--- src/hw/rtl/time_binned_accumulation_queue_defines.svh ---
// ----------------------------------------------------------------------------
// Time-binned accumulation queue - assertion macros
// Concurrent assertion helpers clocked on clock, disabled during reset.
// ----------------------------------------------------------------------------
`ifndef TIME_BINNED_ACCUMULATION_QUEUE_DEFINES_SVH
`define TIME_BINNED_ACCUMULATION_QUEUE_DEFINES_SVH

// same-cycle implication
`define TBAQ_ASSERT_IMPLY(lbl, ante, cons, msg) \
   lbl: assert property (@(posedge clock) disable iff (reset) (ante) |-> (cons)) \
      else $error(msg);

// next-cycle implication
`define TBAQ_ASSERT_NEXT(lbl, ante, cons, msg) \
   lbl: assert property (@(posedge clock) disable iff (reset) (ante) |=> (cons)) \
      else $error(msg);

`endif

--- src/hw/rtl/tbaq_pkg.sv ---
// ----------------------------------------------------------------------------
// tbaq_pkg
// Shared constants, types and helpers of the time-binned accumulation queue.
// ----------------------------------------------------------------------------
package tbaq_pkg;

   localparam int QUEUE_DEPTH = 16;
   localparam int DATA_W      = 32;
   localparam int BATCH_W     = 21;
   localparam int PTR_W       = $clog2(QUEUE_DEPTH);
   localparam int CNT_W       = $clog2(QUEUE_DEPTH + 1);
   localparam int SUM_W       = DATA_W + $clog2(QUEUE_DEPTH + 2);
   localparam int STEP_W      = $clog2(DATA_W);
   localparam int PROD_W      = 2 * DATA_W;
   localparam int FRAC_W      = 16;

   localparam logic [DATA_W-1:0] SCALE_ONE = DATA_W'(65536);

   typedef enum logic [1:0] {
      FUNC_PUSH    = 2'd0,
      FUNC_COLLECT = 2'd1,
      FUNC_SCALE   = 2'd2,
      FUNC_NONE    = 2'd3
   } func_type;

   typedef enum logic [2:0] {
      ST_IDLE,
      ST_DISPATCH,
      ST_DIV,
      ST_PUSH,
      ST_OPEN,
      ST_DRAIN,
      ST_MUL,
      ST_FIN
   } state_type;

   typedef struct packed {
      logic load;
      logic div_step;
      logic push_upd;
      logic open_upd;
      logic pop;
      logic mul;
      logic finish;
   } cmd_type;

   typedef struct packed {
      func_type          func;
      logic              drain_hit;
      logic              out_free;
      logic [CNT_W-1:0]  q_count;
   } status_type;

   function automatic logic [DATA_W-1:0] sat_add(input logic [DATA_W-1:0] a,
                                                 input logic [DATA_W-1:0] b);
      logic [DATA_W:0] s;
      s = {1'b0, a} + {1'b0, b};
      return s[DATA_W] ? '1 : s[DATA_W-1:0];
   endfunction

   function automatic logic [PTR_W-1:0] next_ptr(input logic [PTR_W-1:0] i);
      return (i == PTR_W'(QUEUE_DEPTH - 1)) ? '0 : i + PTR_W'(1);
   endfunction

endpackage

--- src/hw/rtl/tbaq_ctrl.sv ---
// ----------------------------------------------------------------------------
// tbaq_ctrl
// Sequencer: accepts a request, runs what its op needs of remainder steps,
// bin update or queue drain and multiply, then fills the output register.
// ----------------------------------------------------------------------------
module tbaq_ctrl
   import tbaq_pkg::*;
(
   input  logic       clock,
   input  logic       reset,
   input  logic       req_tvalid,
   output logic       req_tready,
   input  status_type sts,
   output cmd_type    cmd
);

   state_type           state_ff, state_in;
   logic [STEP_W-1:0]   step_ff, step_in;

   always_ff @(posedge clock) begin
      if (reset) begin
         state_ff <= ST_IDLE;
         step_ff  <= '0;
      end else begin
         state_ff <= state_in;
         step_ff  <= step_in;
      end
   end

   // next state
   always_comb begin
      state_in = state_ff;
      step_in  = step_ff;
      case (state_ff)
         ST_IDLE: begin
            if (req_tvalid) state_in = ST_DISPATCH;
         end
         ST_DISPATCH: begin
            step_in = '0;
            case (sts.func)
               FUNC_PUSH, FUNC_COLLECT: state_in = ST_DIV;
               FUNC_SCALE:              state_in = ST_MUL;
               default:                 state_in = ST_FIN;
            endcase
         end
         ST_DIV: begin
            step_in = step_ff + STEP_W'(1);
            if (step_ff == STEP_W'(DATA_W - 1)) begin
               state_in = (sts.func == FUNC_PUSH) ? ST_PUSH : ST_OPEN;
            end
         end
         ST_PUSH: state_in = ST_FIN;
         ST_OPEN: state_in = ST_DRAIN;
         ST_DRAIN: begin
            if (!sts.drain_hit) state_in = ST_MUL;
         end
         ST_MUL: state_in = ST_FIN;
         ST_FIN: begin
            if (sts.out_free) state_in = ST_IDLE;
         end
         default: state_in = ST_IDLE;
      endcase
   end

   // outputs
   always_comb begin
      cmd        = '0;
      req_tready = 1'b0;
      case (state_ff)
         ST_IDLE: begin
            req_tready = 1'b1;
            cmd.load   = req_tvalid;
         end
         ST_DIV:   cmd.div_step = 1'b1;
         ST_PUSH:  cmd.push_upd = 1'b1;
         ST_OPEN:  cmd.open_upd = 1'b1;
         ST_DRAIN: cmd.pop      = sts.drain_hit;
         ST_MUL:   cmd.mul      = 1'b1;
         ST_FIN:   cmd.finish   = sts.out_free;
         default: ;
      endcase
   end

endmodule

--- src/hw/rtl/tbaq_dp.sv ---
// ----------------------------------------------------------------------------
// tbaq_dp
// Datapath: request registers, bit-serial remainder, open bin, bin queue
// memory, drain accumulator, scale multiplier and output register.
// ----------------------------------------------------------------------------
module tbaq_dp
   import tbaq_pkg::*;
(
   input  logic                clock,
   input  logic                reset,
   input  cmd_type             cmd,
   output status_type          sts,
   input  logic                csr_we,
   input  logic [BATCH_W-1:0]  csr_wdata,
   input  func_type            in_func,
   input  logic [DATA_W-1:0]   in_time,
   input  logic [DATA_W-1:0]   in_prob,
   input  logic [DATA_W-1:0]   in_factor,
   output logic                out_valid,
   input  logic                out_ready,
   output logic [DATA_W-1:0]   out_collected,
   output logic                out_dropped,
   output logic [DATA_W-1:0]   out_pending
);

   logic [BATCH_W-1:0]  batch_ff;
   func_type            func_ff;
   logic [DATA_W-1:0]   time_ff, prob_ff, factor_ff, dvd_ff;
   logic [BATCH_W-1:0]  rem_ff;
   logic [PTR_W-1:0]    head_ff, head_in, tail_ff, tail_in;
   logic [CNT_W-1:0]    count_ff, count_in;
   logic [DATA_W-1:0]   open_start_ff, open_start_in;
   logic [DATA_W-1:0]   open_mass_ff, open_mass_in;
   logic [DATA_W-1:0]   total_ff, total_in;
   logic [DATA_W-1:0]   scale_ff, scale_in;
   logic                dropped_ff;
   logic [SUM_W-1:0]    sum_ff;
   logic [PROD_W-1:0]   prod_ff;
   logic                out_valid_ff;
   logic [DATA_W-1:0]   col_out_ff, pend_out_ff;
   logic                drop_out_ff;

   logic [DATA_W-1:0]   mem_start [QUEUE_DEPTH];
   logic [DATA_W-1:0]   mem_mass  [QUEUE_DEPTH];
   logic [DATA_W-1:0]   rd_start_ff, rd_mass_ff;
   logic                mem_we;

   logic [BATCH_W-1:0]  divisor;
   logic [BATCH_W:0]    rem_shift;
   logic                rem_ge;
   logic [DATA_W-1:0]   bin;
   logic                bin_later;
   logic                q_full;
   logic [DATA_W-1:0]   mul_a, mul_b;
   logic [DATA_W-1:0]   sat_prod;

   assign divisor   = (batch_ff == '0) ? BATCH_W'(1) : batch_ff;
   assign rem_shift = {rem_ff, dvd_ff[DATA_W-1]};
   assign rem_ge    = rem_shift >= {1'b0, divisor};
   assign bin       = time_ff - {{(DATA_W-BATCH_W){1'b0}}, rem_ff};
   assign bin_later = bin > open_start_ff;
   assign q_full    = count_ff >= CNT_W'(QUEUE_DEPTH);
   assign mem_we    = cmd.push_upd && bin_later && !q_full;

   assign mul_a    = (func_ff == FUNC_COLLECT)
                   ? ((|sum_ff[SUM_W-1:DATA_W]) ? '1 : sum_ff[DATA_W-1:0])
                   : factor_ff;
   assign mul_b    = scale_ff;
   assign sat_prod = (|prod_ff[PROD_W-1:DATA_W+FRAC_W]) ? '1
                   : prod_ff[DATA_W+FRAC_W-1:FRAC_W];

   // queue pointers, open bin, totals
   always_comb begin
      head_in       = head_ff;
      tail_in       = tail_ff;
      count_in      = count_ff;
      open_start_in = open_start_ff;
      open_mass_in  = open_mass_ff;
      total_in      = total_ff;
      scale_in      = scale_ff;
      if (cmd.push_upd) begin
         if (bin_later) begin
            open_start_in = bin;
            open_mass_in  = prob_ff;
            if (!q_full) begin
               tail_in  = next_ptr(tail_ff);
               count_in = count_ff + CNT_W'(1);
            end
         end else begin
            open_mass_in = sat_add(open_mass_ff, prob_ff);
         end
         total_in = sat_add(total_ff, prob_ff);
      end
      if (cmd.open_upd && bin_later) begin
         open_start_in = bin;
         open_mass_in  = '0;
      end
      if (cmd.pop) begin
         head_in  = next_ptr(head_ff);
         count_in = count_ff - CNT_W'(1);
      end
      if (cmd.mul && func_ff == FUNC_COLLECT) begin
         total_in = (sum_ff >= {{(SUM_W-DATA_W){1'b0}}, total_ff}) ? '0
                  : DATA_W'({{(SUM_W-DATA_W){1'b0}}, total_ff} - sum_ff);
      end
      if (cmd.finish && func_ff == FUNC_SCALE) scale_in = sat_prod;
   end

   always_ff @(posedge clock) begin
      if (reset) begin
         batch_ff      <= BATCH_W'(1);
         head_ff       <= '0;
         tail_ff       <= '0;
         count_ff      <= '0;
         open_start_ff <= '0;
         open_mass_ff  <= '0;
         total_ff      <= '0;
         scale_ff      <= SCALE_ONE;
         out_valid_ff  <= 1'b0;
      end else begin
         if (csr_we) batch_ff <= csr_wdata;
         head_ff       <= head_in;
         tail_ff       <= tail_in;
         count_ff      <= count_in;
         open_start_ff <= open_start_in;
         open_mass_ff  <= open_mass_in;
         total_ff      <= total_in;
         scale_ff      <= scale_in;
         if (cmd.finish) out_valid_ff <= 1'b1;
         else if (out_ready) out_valid_ff <= 1'b0;
      end
   end

   // payload registers
   always_ff @(posedge clock) begin
      if (cmd.load) begin
         func_ff    <= in_func;
         time_ff    <= in_time;
         prob_ff    <= in_prob;
         factor_ff  <= in_factor;
         dvd_ff     <= in_time;
         rem_ff     <= '0;
         dropped_ff <= 1'b0;
      end
      if (cmd.div_step) begin
         dvd_ff <= {dvd_ff[DATA_W-2:0], 1'b0};
         rem_ff <= rem_ge ? BATCH_W'(rem_shift - {1'b0, divisor})
                          : rem_shift[BATCH_W-1:0];
      end
      if (cmd.push_upd && bin_later && q_full) dropped_ff <= 1'b1;
      if (cmd.open_upd) begin
         sum_ff <= bin_later ? {{(SUM_W-DATA_W){1'b0}}, open_mass_ff} : '0;
      end
      if (cmd.pop) sum_ff <= sum_ff + {{(SUM_W-DATA_W){1'b0}}, rd_mass_ff};
      if (cmd.mul) prod_ff <= mul_a * mul_b;
      if (cmd.finish) begin
         col_out_ff  <= (func_ff == FUNC_COLLECT) ? sat_prod : '0;
         drop_out_ff <= dropped_ff;
         pend_out_ff <= total_ff;
      end
   end

   // bin queue memory, read port follows the next head
   always_ff @(posedge clock) begin
      if (mem_we) begin
         mem_start[tail_ff] <= open_start_ff;
         mem_mass[tail_ff]  <= open_mass_ff;
      end
      rd_start_ff <= mem_start[head_in];
      rd_mass_ff  <= mem_mass[head_in];
   end

   assign sts.func      = func_ff;
   assign sts.drain_hit = (count_ff != '0) && (rd_start_ff <= time_ff);
   assign sts.out_free  = !out_valid_ff || out_ready;
   assign sts.q_count   = count_ff;

   assign out_valid     = out_valid_ff;
   assign out_collected = col_out_ff;
   assign out_dropped   = drop_out_ff;
   assign out_pending   = pend_out_ff;

endmodule

--- src/hw/rtl/time_binned_accumulation_queue.sv ---
// Time-binned accumulation queue. One request is worked at a time. The bin
// start comes from a one-bit-per-cycle remainder over the 32-bit time; a
// collect then drains the queued bins starting at or before that time. A
// scale only multiplies and an unused op only finishes. The next request is
// taken while the previous result still waits in the output register. The bin
// queue has no reset pass and is usable right after reset.
// ----------------------------------------------------------------------------
// time_binned_accumulation_queue
// Top level: stream request/response channels, bin width register, sequencer
// and datapath.
// ----------------------------------------------------------------------------
`include "time_binned_accumulation_queue_defines.svh"

module time_binned_accumulation_queue
   import tbaq_pkg::*;
(
   input  logic                clock,
   input  logic                reset,
   input  logic                csr_we,
   input  logic [BATCH_W-1:0]  csr_wdata,    // batch_size
   input  logic                req_tvalid,
   output logic                req_tready,
   input  logic [95:0]         req_tdata,    // time_req, prob, scale_factor
   input  logic [1:0]          req_tuser,    // func
   output logic                rsp_tvalid,
   input  logic                rsp_tready,
   output logic [63:0]         rsp_tdata,    // collected, pending_total
   output logic                rsp_tuser     // dropped
);

   cmd_type     cmd;
   status_type  sts;
   logic [DATA_W-1:0] collected, pending;

   tbaq_ctrl u_ctrl (
      .clock      (clock),
      .reset      (reset),
      .req_tvalid (req_tvalid),
      .req_tready (req_tready),
      .sts        (sts),
      .cmd        (cmd)
   );

   tbaq_dp u_dp (
      .clock         (clock),
      .reset         (reset),
      .cmd           (cmd),
      .sts           (sts),
      .csr_we        (csr_we),
      .csr_wdata     (csr_wdata),
      .in_func       (func_type'(req_tuser)),
      .in_time       (req_tdata[31:0]),
      .in_prob       (req_tdata[63:32]),
      .in_factor     (req_tdata[95:64]),
      .out_valid     (rsp_tvalid),
      .out_ready     (rsp_tready),
      .out_collected (collected),
      .out_dropped   (rsp_tuser),
      .out_pending   (pending)
   );

   assign rsp_tdata = {pending, collected};

   `TBAQ_ASSERT_IMPLY(a_count_bound, 1'b1, sts.q_count <= CNT_W'(QUEUE_DEPTH), "queue overfilled")
   `TBAQ_ASSERT_IMPLY(a_pop_nonempty, cmd.pop, sts.q_count != '0, "pop from empty queue")
   `TBAQ_ASSERT_IMPLY(a_drop_no_collect, rsp_tvalid && rsp_tuser, rsp_tdata[31:0] == '0, "drop with mass")
   `TBAQ_ASSERT_NEXT(a_busy_after_accept, req_tvalid && req_tready, !req_tready, "ready after accept")

endmodule
--- config.mk ---
export PLATFORM = sky130hd
export DESIGN_NAME = time_binned_accumulation_queue
export DESIGN_NICKNAME = d
export VERILOG_FILES = /design/src/hw/rtl/tbaq_pkg.sv /design/src/hw/rtl/tbaq_ctrl.sv /design/src/hw/rtl/tbaq_dp.sv /design/src/hw/rtl/time_binned_accumulation_queue.sv
export VERILOG_INCLUDE_DIRS = /design/src /design/src/hw/rtl
export SDC_FILE = /design/constraint.sdc
export NUM_CORES = 2
export LEC_CHECK = 0
export BUFFER_PORTS_ARGS = -buffer_cell sky130_fd_sc_hd__buf_2
export CAP_MARGIN = 0
export CORE_MARGIN = 2
export CORE_UTILIZATION = 50
export CTS_CLUSTER_DIAMETER = 80
export CTS_CLUSTER_SIZE = 28
export DETAILED_ROUTE_END_ITERATION = 7
export GPL_TIMING_DRIVEN = 0
export PLACE_DENSITY = 0.71
export SKIP_CTS_REPAIR_TIMING = 1
export SYNTH_ARGS = -nofsm -noshare
export SYNTH_HDL_FRONTEND = slang
export SYNTH_SLANG_ARGS = --single-unit
--- constraint.sdc ---
create_clock -name clock -period 23.2 [get_ports clock]
set_clock_uncertainty 0.2 [all_clocks]
set_input_delay 2.32 -clock clock [delete_from_list [all_inputs] [get_ports clock]]
set_output_delay 2.32 -clock clock [all_outputs]
set_load 0.1 [all_outputs]
After elaboration in Yosys (flattened, before gate mapping)
Memory sizes are Yosys's and may differ from the RTL's. A register that Yosys moved wholly into a read port is not among the register bits.
Cells that the tools add are included.
{"block": "classes", "n_eq_ne": 17, "muxes": 48, "n_reduce_logical": 32, "n_bitwise": 1, "magnitude_cmp": 5, "addsub": 11, "multipliers": 1}
{"operator": "32-bit two-way mux", "n": 15}
{"operator": "21-bit two-way mux", "n": 4}
{"operator": "37-bit two-way mux", "n": 2}
{"operator": "32-bit by 32-bit adder with 33-bit output", "n": 2}
{"operator": "32-bit by 32-bit multiplier with 64-bit output", "n": 1}
{"operator": "37-bit by 32-bit adder with 37-bit output", "n": 1}
{"operator": "37-bit by 32-bit greater-or-equal comparator with 1-bit output", "n": 1}
{"operator": "32-bit greater-than comparator", "n": 1}
{"operator": "32-bit <= comparator", "n": 1}
{"operator": "32-bit by 21-bit subtractor with 32-bit output", "n": 1}
{"operator": "32-bit subtractor", "n": 1}
{"operator": "22-bit by 21-bit greater-or-equal comparator with 1-bit output", "n": 1}
{"operator": "21-bit zero test", "n": 1}
{"operator": "3-bit one-hot mux with 7 select lines", "n": 1}
{"operator": "21-bit subtractor", "n": 1}
{"operator": "5-bit two-way mux", "n": 4}
{"operator": "2-bit nonzero test", "n": 9}
{"operator": "16-bit OR reduction", "n": 1}
{"operator": "3-bit two-way mux", "n": 5}
{"operator": "3-bit equality test (second input constant)", "n": 4}
{"operator": "1-bit two-way mux", "n": 12}
{"operator": "4-bit two-way mux", "n": 3}
{"operator": "5-bit by 1-bit adder with 5-bit output (second input constant)", "n": 2}
{"operator": "5-bit one-hot mux with 2 select lines", "n": 1}
{"operator": "24 further kinds", "n": 40}
{"block": "totals", "wordCells": 141, "output_inout_bits": 67, "ff_bits": 489, "n_memories": 2, "ramBits": 1024}
{"name": "u_dp.mem_mass", "depth": 16, "width": 32, "read_ports": 1, "rd_clocked_by_memory_dff": 1, "wr": 1, "line": "tbaq_dp.sv:44", "source": "logic [DATA_W-1:0] mem_mass [QUEUE_DEPTH];"}
{"name": "u_dp.mem_start", "depth": 16, "width": 32, "read_ports": 1, "rd_clocked_by_memory_dff": 1, "wr": 1, "line": "tbaq_dp.sv:43", "source": "logic [DATA_W-1:0] mem_start [QUEUE_DEPTH];"}

Logic depth before layout (Yosys ltp)
{"block": "depth", "depth_word": 6, "depth_mapped": 33, "mapped_depth_nobuf": 31}

Modules after synthesis
Synthesis repeated with hierarchy kept, for this count alone.
{"block": "hier_totals", "cells_unflattened": 8149, "area_unflattened_um2": 101066.9}
{"mod": "tbaq_dp", "instances": 1, "cells_each": 8072, "seq_area_each_um2": 44342.5, "area_each_um2": 100476.4}
{"mod": "tbaq_ctrl", "instances": 1, "cells_each": 77, "seq_area_each_um2": 160.2, "area_each_um2": 590.6}

Least setup slack after synthesis
OpenSTA, ideal clock, no wires.
{"block": "synth_timing", "path_type": "register -> register", "from": "reg u_dp.time_ff[0]", "to": "mem u_dp.mem_mass[3][0] (enable)", "period_less_slack_ns": 10.429, "required_ns": 22.436, "stages_incl_launch_ff": 28, "arrival_ns": 9.664, "n_path_buf": 1, "setup_slack_ns": 12.771, "path_cell_list": "edfxtp_1 > inv_1 > ha_1 > inv_1 > fa_1 > a21o_1 > a21oi_1 > o21bai_1 > a21oi_1 > o21ai_0 > nand2_1 > o21ai_0 > o41ai_1 > o32a_1 > nand4_1 > xnor2_1 > ha_1 > nand4_1 > nor2_1 > nand4_1 > or2_2 > nor4_1 > a2111oi_0 > or2_2 > buf_2 > nor3_2 > nand2_1 > nor3_1"}
{"block": "synth_between", "elab_chain_cells": 6}
{"element": "start, declared", "line": "tbaq_dp.sv:28", "source": "logic [DATA_W-1:0] time_ff, prob_ff, factor_ff, dvd_ff;"}
{"element": "start signal, assigned", "line": "tbaq_dp.sv:138", "source": "time_ff <= in_time;"}
{"element": "32-bit by 21-bit subtractor with 32-bit output", "line": "tbaq_dp.sv:60", "source": "assign bin = time_ff - {{(DATA_W-BATCH_W){1'b0}}, rem_ff};"}
{"element": "named net u_dp.bin[30]", "line": "tbaq_dp.sv:51", "source": "logic [DATA_W-1:0] bin;"}
{"element": "32-bit greater-than comparator", "line": "tbaq_dp.sv:61", "source": "assign bin_later = bin > open_start_ff;"}
{"element": "1-bit logical AND (2 in a row)", "line": "tbaq_dp.sv:63", "source": "assign mem_we = cmd.push_upd && bin_later && !q_full;"}
{"element": "1-bit two-way mux", "line": "tbaq_dp.sv:165", "source": "if (mem_we) begin"}
{"element": "1-bit two-way mux (not written as such)", "line": "tbaq_dp.sv:167", "source": "mem_mass[tail_ff] <= open_mass_ff;"}
{"element": "end, declared", "line": "tbaq_dp.sv:44"}
The timed path passes the listed nets, and every way through them passes these cells.

Worst setup path after layout
{"block": "layout_timing", "from": "reg u_dp.func_ff[1]", "to": "reg u_dp.prod_ff[63], data pin"}
{"block": "layout_between", "elab_chain_cells": 3}
{"element": "start, declared", "line": "tbaq_dp.sv:27", "source": "func_type func_ff;"}
{"element": "start signal, assigned", "line": "tbaq_dp.sv:137", "source": "func_ff <= in_func;"}
{"element": "2-bit by 1-bit equality test with 1-bit output", "line": "tbaq_dp.sv:65", "source": "assign mul_a = (func_ff == FUNC_COLLECT)"}
{"element": "32-bit two-way mux", "line": "tbaq_dp.sv:66", "source": "? ((|sum_ff[SUM_W-1:DATA_W]) ? '1 : sum_ff[DATA_W-1:0])"}
{"element": "32-bit by 32-bit multiplier with 64-bit output", "line": "tbaq_dp.sv:155", "source": "if (cmd.mul) prod_ff <= mul_a * mul_b;"}
{"element": "end signal, assigned", "line": "tbaq_dp.sv:155"}
{"element": "end, declared", "line": "tbaq_dp.sv:38", "source": "logic [PROD_W-1:0] prod_ff;"}
Every way passes these cells.
A chain may end at the register's enable or synchronous reset.

==> impl_metrics.ini <==
[final_layout]
drive_above_1_share_pct = 9.094
final_nets = 9957
multi_input_area_um2 = 49800
fin_cells = 11130
area_delta_synth_final_pct = 8.730
seq_area_um2 = 44500
nFillCells = 16500

[detailed_routing]
wl_mm = 313.6
wl_per_cell_um = 28.18
drtIter0Drc = 7295
drc = 0
ant_nets = 0
drtPass1Iterations = 7
vias = 66140
routed_via_density = 5.944

[timing]
maxSlewViolCount = 11
relSlewSlack_pct = -2.342
post-route-period-util_pct = 53.52
rsz0062_at_grt = no
tns_ns = 0
finalHoldViolCount = 0
fin_hold_ws_ns = 0.2770
setup_violations = 0
tightestPinTransition_ns = 1.535
fin_ws_ns = 10.78
min_period_ns = 12.42
fmax_mhz = 80.54

[clocking]
clockRootBuffer = clkbuf_16
cts.path.max_buffers = 3
cts_tree = yes
cts.sinks = 1561
numCtsBuffers = 83
clk_pin_slew_ns = 0.10
htree_num_levels = 3
clock_latency_ns = 0.78

[power_and_ir_drop]
p_per_area_nw_per_um2 = 75.74
p_leak_nw = 44.34
ir_drop_mv = 0.08577

[grt]
grt_max_degree = 43
antenna_found_initial = 28
grt_usage_pct = 31.09
grt.overflow.total = 0
grt_pass1_wl_mm = 458.2
grt_pass1_vias = 68060

[placement]
place_ws_ns = 11.05
portBuffers = 189
dp_hpwl_mm = 241.5
globalplace.congestion = 1.031
dp_cells = 10950

[synthesis]
ys.flop_type = edfxtp_1
yosysSeqAreaShare_pct = 44.62
syn_avg_cell_area_um2 = 12.40
yosysWarningCount = 0
yosysTopAreaCell = edfxtp_1
synthArstFlopShare_pct = 0
ys_top_cells_by_area = edfxtp_1 (40%), fa_1 (18%), ha_1 (6.7%)
synthCells = 8043
synth_top_area_share_pct = 39.86
synthesis.area_um2 = 99740
synth_nets = 9604
ys_types = 82
synth_edf_count = 1324
ys_seq_elements = 1561

[run_status]
violations = capacitance limit, slew limit
run_status = finished, violations left

[worst_setup_path]
cp_common_cell = fa_1
critPathLaunch = u_dp.func_ff[1]$_DFFE_PP_
r2r_cells = 30
max_stage_delay_ns = 1.04
cp.required_ns = 23.50
path_delay_family = adder cells
critPathArrivalTime_ns = 12.72
worstSetupStartpointType = register
end_kind = register
r2r-start = u_dp.func_ff[1]$_DFFE_PP_
critPathMaxFanout = 10
worstSetupPathType = reg2reg
critical_path_buf_inv_count = 5
slowest_stage = a211oi_2
reg2reg_to = u_dp.prod_ff[63]$_DFFE_PN_
reg2reg_slack_ns = 10.78

[worst_hold_path]
min_to = u_dp.dvd_ff[0]$_SDFFE_PP0P_
whs_path_depth = 2
hp-start = u_dp.dvd_ff[0]$_SDFFE_PP0P_
hold_class = reg2reg

[floorplanning]
die-height_um = 450.6
die_x_um = 450.6
rows = 163
core_um2 = 197800
start_util_pct = 50.42
die_area_um2 = 203100
pin_count = 191

[run]
max-cap-violations = 1
[routing by layer]
layer	track usage, %	vias up	share of wire, %
met4	18.31	22	7.3
met2	48.68	3237	46
met3	5.962	767	8.9
met5	0	-	0.045
li1	-	28170	-
met1	40.50	33940	38
[worst max path at each step]
stage / end / depth (start not counted)
2_1_floorplan: u_dp.mem_mass[3][0]$_DFFE_PP_ / 27
3_3_place_gp: u_dp.mem_start[1][28]$_DFFE_PP_ / 25
3_5_place_dp: u_dp.prod_ff[63]$_DFFE_PN_ / 30
4_1_cts: u_dp.prod_ff[63]$_DFFE_PN_ / 30
5_1_grt: u_dp.prod_ff[63]$_DFFE_PN_ / 30
6_report: u_dp.prod_ff[63]$_DFFE_PN_ / 30
[worst register-to-register path, delay by kind of cell (launching register included)]
family | cells | cell delay (ns)
AO/OA/AOI/OAI | 10 | 3.33
XOR/XNOR | 1 | 0.15
adder cells (fa/ha/maj) | 9 | 4.56
buffers and inverters | 5 | 1.97
AND/OR/NAND/NOR | 5 | 1.41
flip-flops | 1 | 0.56
[report_power, final]
part           total (W)  internal [W]  switching, W
combinational    0.00274      0.000905       0.00184
sequential       0.00371       0.00337      0.000334
clock            0.00177      0.000752       0.00101
[placed cells by master (no fill, tap or decap), types with 237 or more instances in the layout]
master    count
edfxtp_1   1324
inv_1      1085
fa_1        902
nand2_1     709
and2_1      612
ha_1        535
clkbuf_1    333
nor2_1      328
mux4_2      256
buf_2       248
a21oi_1     247
dfxtp_1     237
[cell families after synthesis]
kind of cell / Yosys count / share of synthesized area (%)
and+or+nand+nor: 2030 / 9.966
DFF: 1561 / 44.62
buffers and inverters: 1468 / 5.601
adders and majority gates: 1437 / 24.81
AOI/OAI and AO/OA: 1050 / 7.055
muxes: 295 / 6.173
xor gates and xnor gates: 202 / 1.774
[stage by stage]
step,cell area (µm²),util [%],power [W]
6_report,108500,54.82,0.008215
5_1_grt,108400,54.80,0.008556
4_1_cts,108400,54.79,0.008168
3_5_place_dp,105500,53.31,0.006419
3_3_place_gp,104000,52.57,0.006346
2_1_floorplan,99740,-,0.005309
[synthesized netlist by cell type, types with 10 or more instances]
master	n
nand3_1	74
xnor2_1	133
a21o_1	125
o211ai_1	17
o21bai_1	26
a221oi_1	11
nor2b_1	49
ha_1	535
a211oi_1	69
mux2i_1	38
buf_2	58
a21oi_1	247
clkbuf_1	304
a22o_1	33
o221ai_1	19
or2_2	12
and4_1	10
dfxtp_1	237
nand2_1	711
mux4_2	256
a31oi_1	11
nand4_1	36
nor2_1	345
o21a_1	57
inv_1	1085
nand2b_1	39
and3_1	17
a211o_1	11
or3_1	16
a22oi_1	129
and2_1	612
nor3_1	70
xor2_1	69
edfxtp_1	1324
a21boi_0	12
nor4_1	19
fa_1	902
o31ai_1	15
buf_1	20
o21ai_0	186
[flip-flops by register name (all words and copies together), names as in the netlist, 37 cells and up]
register	flops
u_dp.sum_ff	37
u_dp.prod_ff	48
u_dp.mem_start	512
u_dp.mem_mass	512
[cell type report]
type,instances,share of cell area [%]
diodes,19,0.04384
plain buffers,383,1.398
clock buffers,117,2.080
clock inverters,39,0.6218
inverters,1085,3.755
multi-input cells,5014,45.92
flip-flops and latches,1561,41.03
well taps,2640,3.046
repair buffers,268,2.103
Note: power is estimated with default switching activity, not from simulation.
